$ cat config.mk
export PLATFORM = sky130hd
export DESIGN_NAME = csam_dist
export DESIGN_NICKNAME = d
export VERILOG_FILES = /design/src/design/csam_pkg.sv /design/src/design/csam_dist.sv
export SDC_FILE = /design/constraint.sdc
export NUM_CORES = 2
export LEC_CHECK = 0
export BUFFER_PORTS_ARGS = -buffer_cell sky130_fd_sc_hd__clkbuf_2
export CELL_PAD_IN_SITES_DETAIL_PLACEMENT = 1
export CELL_PAD_IN_SITES_GLOBAL_PLACEMENT = 2
export CORE_MARGIN = 8
export CORE_UTILIZATION = 31
export CTS_CLUSTER_SIZE = 10
export DETAILED_ROUTE_END_ITERATION = 10
export GPL_TIMING_DRIVEN = 0
export PLACE_DENSITY_LB_ADDON = 0.1
export SYNTH_ARGS = -nofsm -noshare
export SYNTH_HDL_FRONTEND = slang
export SYNTH_SLANG_ARGS = --single-unit
$ cat constraint.sdc
create_clock -name aclk -period 20.2 [get_ports aclk]
set_input_delay 3.03 -clock aclk [delete_from_list [all_inputs] [get_ports aclk]]
set_output_delay 3.03 -clock aclk [all_outputs]
set_load 0.05 [all_outputs]
$ cat src/design/csam_pkg.sv
// Shared types, codes and arithmetic helpers for the crystal symmetry atom mapper.
// No dependencies; the design files refer to this package by scoped names, the testbench files import it.
`timescale 1ns / 1ps
`default_nettype none

package csam_pkg;

    localparam int FRAC_W     = 24;
    localparam int ROT_W      = 27;
    localparam int TOL_W      = 48;
    localparam int CFG_IDX_W  = 3;
    localparam int CFG_DATA_W = 48;
    localparam int MAT_W      = 22;
    localparam int SLOT_W     = 6;
    localparam int SPEC_W     = 8;
    localparam int ORDER_W    = 7;

    localparam int MAX_ATOMS_DEF = 64;
    localparam int MAX_ORDER_DEF = 12;

    // request types
    localparam logic [1:0] REQ_LOAD  = 2'd0;
    localparam logic [1:0] REQ_MAP   = 2'd1;
    localparam logic [1:0] REQ_ORDER = 2'd2;

    // result status codes
    localparam logic [1:0] STAT_OK        = 2'd0;
    localparam logic [1:0] STAT_NO_MATCH  = 2'd1;
    localparam logic [1:0] STAT_SPECIES   = 2'd2;
    localparam logic [1:0] STAT_ORDER_MAX = 2'd3;

    // config register indexes
    localparam logic [CFG_IDX_W-1:0] CFG_ROT     = 3'd0;
    localparam logic [CFG_IDX_W-1:0] CFG_SHIFT_X = 3'd1;
    localparam logic [CFG_IDX_W-1:0] CFG_SHIFT_Y = 3'd2;
    localparam logic [CFG_IDX_W-1:0] CFG_SHIFT_Z = 3'd3;
    localparam logic [CFG_IDX_W-1:0] CFG_COUNT   = 3'd4;
    localparam logic [CFG_IDX_W-1:0] CFG_TOL     = 3'd5;

    localparam logic [ROT_W-1:0] ROT_RESET = 27'd16843009;
    localparam logic [TOL_W-1:0] TOL_RESET = 48'd281474977;
    // identity test is |v|^2 <= 281474977, done as a strict compare
    localparam logic [TOL_W-1:0] ORDER_TOL_LIMIT = 48'd281474978;
    localparam logic signed [MAT_W-1:0] MAT_CLAMP = 22'sd1048576;

    typedef logic [FRAC_W-1:0] frac_t;

    typedef struct packed {
        logic [1:0]         req_type;
        logic [SLOT_W-1:0]  atom_slot;
        logic signed [27:0] coord_x;
        logic signed [27:0] coord_y;
        logic signed [27:0] coord_z;
        logic [SPEC_W-1:0]  species_tag;
    } req_t;

    typedef struct packed {
        logic [1:0]         status_code;
        logic [SLOT_W-1:0]  matched_slot;
        logic [ORDER_W-1:0] op_order;
    } res_t;

    // fractional parts only: all distance math is modulo one lattice period
    typedef struct packed {
        frac_t x;
        frac_t y;
        frac_t z;
    } vec3_t;

    typedef struct packed {
        vec3_t             pos;
        logic [SPEC_W-1:0] species;
    } atom_t;

    typedef struct packed {
        logic [SLOT_W-1:0] slot;
        logic [SPEC_W-1:0] species;
    } tag_t;

    typedef struct packed {
        logic valid;
        logic hit;
        tag_t tag;
    } dist_res_t;

    function automatic vec3_t vec_add(input vec3_t a, input vec3_t b);
        vec3_t r;
        r.x = a.x + b.x;
        r.y = a.y + b.y;
        r.z = a.z + b.z;
        return r;
    endfunction

    function automatic vec3_t vec_sub(input vec3_t a, input vec3_t b);
        vec3_t r;
        r.x = a.x - b.x;
        r.y = a.y - b.y;
        r.z = a.z - b.z;
        return r;
    endfunction

    // R*q modulo 2^FRAC_W; low bits of a product do not depend on signedness
    function automatic vec3_t rot_apply(input logic [ROT_W-1:0] rot, input vec3_t q);
        vec3_t r;
        frac_t qv [3];
        frac_t acc [3];
        qv[0] = q.x;
        qv[1] = q.y;
        qv[2] = q.z;
        for (int i = 0; i < 3; i++) begin
            acc[i] = '0;
            for (int k = 0; k < 3; k++) begin
                acc[i] = acc[i] + frac_t'(signed'(rot[3*(3*i+k) +: 3])) * qv[k];
            end
        end
        r.x = acc[0];
        r.y = acc[1];
        r.z = acc[2];
        return r;
    endfunction

endpackage

`default_nettype wire

$ cat src/design/csam_dist.sv
// Squared-distance unit: registered squares, then sum and compare to a limit.
// Depends on csam_pkg (vec3_t, tag_t, dist_res_t).
`timescale 1ns / 1ps
`default_nettype none

module csam_dist (
    input  wire logic                           aclk,
    input  wire logic                           aresetn,
    input  wire logic                           in_valid,
    input  wire csam_pkg::vec3_t                in_vec,
    input  wire csam_pkg::tag_t                 in_tag,
    input  wire logic [csam_pkg::TOL_W-1:0]     limit,
    output csam_pkg::dist_res_t                 res
);

    localparam int PROD_W = 2 * csam_pkg::FRAC_W;
    localparam int SQ_W   = PROD_W - 1;   // |d| <= 2^23, so d^2 <= 2^46

    logic signed [csam_pkg::FRAC_W-1:0] dv [3];
    logic signed [PROD_W-1:0]           prod [3];
    logic [SQ_W-1:0]                    sq_next [3];
    logic [SQ_W-1:0]                    sq_reg [3];
    logic                               valid_reg;
    csam_pkg::tag_t                     tag_reg;
    logic [csam_pkg::TOL_W-1:0]         sum;

    always_comb begin
        dv[0] = signed'(in_vec.x);
        dv[1] = signed'(in_vec.y);
        dv[2] = signed'(in_vec.z);
        for (int k = 0; k < 3; k++) begin
            prod[k]    = PROD_W'(dv[k]) * PROD_W'(dv[k]);
            sq_next[k] = prod[k][SQ_W-1:0];
        end
    end

    always_ff @(posedge aclk) begin
        if (!aresetn) begin
            valid_reg <= 1'b0;
        end else begin
            valid_reg <= in_valid;
        end
    end

    always_ff @(posedge aclk) begin
        for (int k = 0; k < 3; k++) begin
            sq_reg[k] <= sq_next[k];
        end
        tag_reg <= in_tag;
    end

    assign sum = csam_pkg::TOL_W'(sq_reg[0]) + csam_pkg::TOL_W'(sq_reg[1])
               + csam_pkg::TOL_W'(sq_reg[2]);

    assign res.valid = valid_reg;
    assign res.hit   = sum < limit;
    assign res.tag   = tag_reg;

endmodule

`default_nettype wire

==> flow_summary.yaml <==
clock_network:
  tritoncts: "built"
  clk_pin_slew_worst_paths_ps: 80
  cts-resized-gates: 0
  htree_levels: 4
  clkSinkCount: 153
  cts_made_buffers: 17
  cts_setup_buffers: 0
  postCtsHoldBufs: 0
  root_buffer: "clkbuf_16"
  clk_path_buf_depth: 2
final_layout:
  fillCellCount: 23400
  final_cell_mix: "2025 x inv_1, 1687 x fa_1, 586 x nand2_1"
  syn_to_final_growth_pct: 7.54
  drive_above_1_share_pct: 3.18
  layout.nets: 9103
  final_common_cell: "inv_1"
  largest_reg_flops: 138
sta:
  fmax_mhz: 80.6
  hold_viol: 0
  slew_viol_final: 0
  worst_pin_slew_ps: 1270
  finalSetupTns_ps: 0
  grt_setup_unrepaired: "false"
  fin_crit_sh_pct: 61.4
  fin_crit_ps: 12400
  max_slew_margin_pct: 15.3
  setup_viol: 0
global_route:
  antenna_found_initial: 26
  grt_pass1_wl_mm: 320
  grt_overflow: 0
  grt_max_degree: 19
  grt_pass1_vias: 50700
  grt.total_usage_pct: 19.5
setup_path:
  crit_start: "in_vec[67]"
  cp_max_fo: 10
  cp_common_cell: "fa_1"
  critical-path-top-delay-family: "adder cells"
  cp.arrival_ps: 12690
  slowest_delay_ps: 820
  cp-start-kind: "input port"
  cp_slowest_cell: "xnor2_1"
  worstSetupPathType: "in2reg"
  end_kind: "flip-flop"
  path_buf_inv: 8
  worstPathRequired_ps: 20490
synthesis:
  synthTopCellsByArea: "fa_1 53%, inv_1 12%, ha_1 10%"
  avgSynthCellArea_um2: 9.60
  async_flop_share_pct: 0
  syn_inst: 6587
  syn-cell-area_mm2: 0.0633
  synth_seq_area_share_pct: 4.84
  synth_cell_types: 71
  synth_flop_cell: "dfxtp_1"
  synth_top_area_cell: "fa_1"
  synth-edff-count: 0
  yosys.area.top_type_share_pct: 53.4
  synth_seq_cells: 153
  yosys_warnings: 0
floorplanning:
  start_util_pct: 31.0
  die_area_mm2: 0.219
  num_io_pins: 153
  rows: 166
  core_area_mm2: 0.204
  die_w_um: 468
  die_h_um: 468
detailed_routing:
  drt_wl_total_mm: 208
  vias_per_cell: 4.52
  first_pass_iters: 8
  drt_iter0_markers: 1700
  ant_nets: 0
  drc: 0
  via_count: 42800
  wl_per_cell_um: 22.0
min_path:
  hold_class: "in2reg"
  holdCritStartpoint: "in_tag[3]"
run:
  max-cap-violations: 0
placement:
  portBuffers: 151
  gp_congestion: 0.848
  hpwl_mm: 184
status:
  outcome: "completed"
-- through the flow --
| step | setup WS [ps] | util, % | instance area (um^2) | cells | hold slack (ps) |
|---|---|---|---|---|---|
| floorplan | 10320 | - | 63300 | 6588 | 3060 |
| global placement | 7090 | 33.1 | 67400 | 9427 | 3130 |
| detailed placement | 7130 | 33.1 | 67400 | 9427 | 3130 |
| CTS | 7670 | 33.4 | 68000 | 9459 | 2590 |
| global route | 7170 | 33.4 | 68000 | 9472 | 2600 |
| finish | 7800 | 33.4 | 68000 | 9476 | 2630 |
-- layer usage --
| metal | vias to the layer above | GRT usage, % | wire length (um) |
|---|---|---|---|
| li1 | 19400 | - | - |
| met5 | - | 0 | 0 |
| met4 | 0 | 4.95 | 6090 |
| met2 | 619 | 33.0 | 98800 |
| met3 | 171 | 1.87 | 6000 |
| met1 | 22600 | 27.0 | 97200 |
-- cells by family after synthesis --
logic type	count (synthesis)	share of synthesized area [%]
compound gates	518	5.40
xor+xnor	232	3.21
fa+ha+maj	2208	63.7
buf+inv	2192	13.0
flops	153	4.84
mux	4	0.0633
other cells	2	0.0119
simple gates	1278	9.75
-- path summary, 6_finish.rpt --
check | endpoint | slack (ps) | cells past startpoint
max | sq_reg[0][45] | 7800 | 28
min | res[3] | 2630 | 1
-- area by class of cell --
type / instances / area, um^2 / area share, %
Tap cell: 2688 / 3360 / 4.94
Sequential cell: 153 / 3060 / 4.50
Inverter: 2025 / 7600 / 11.2
Buffer: 167 / 642 / 0.944
Multi-Input combinational cell: 4243 / 52000 / 76.4
Clock buffer: 17 / 425 / 0.625
Clock inverter: 15 / 176 / 0.259
Timing Repair Buffer: 151 / 756 / 1.11
Antenna cell: 17 / 42.5 / 0.0625
-- Yosys cell counts (all sizes together), types with 12 or more instances --
| library cell | instances |
|---|---|
| inv | 2025 |
| fa | 1687 |
| nand2 | 586 |
| ha | 521 |
| and2 | 306 |
| xnor2 | 175 |
| a21oi | 166 |
| clkbuf | 164 |
| dfxtp | 153 |
| nor2 | 127 |
| a21o | 114 |
| o21ai | 90 |
| nor2b | 86 |
| xor2 | 57 |
| nand2b | 46 |
| nand3 | 33 |
| nand4 | 29 |
| a31oi | 25 |
| nor3 | 21 |
| o21a | 20 |
| o21bai | 18 |
| and3 | 15 |
| a211oi | 12 |
Power is left out: the tool's default activity adds up to more than one toggle a clock period on the data nets, which glitch-free logic cannot reach.
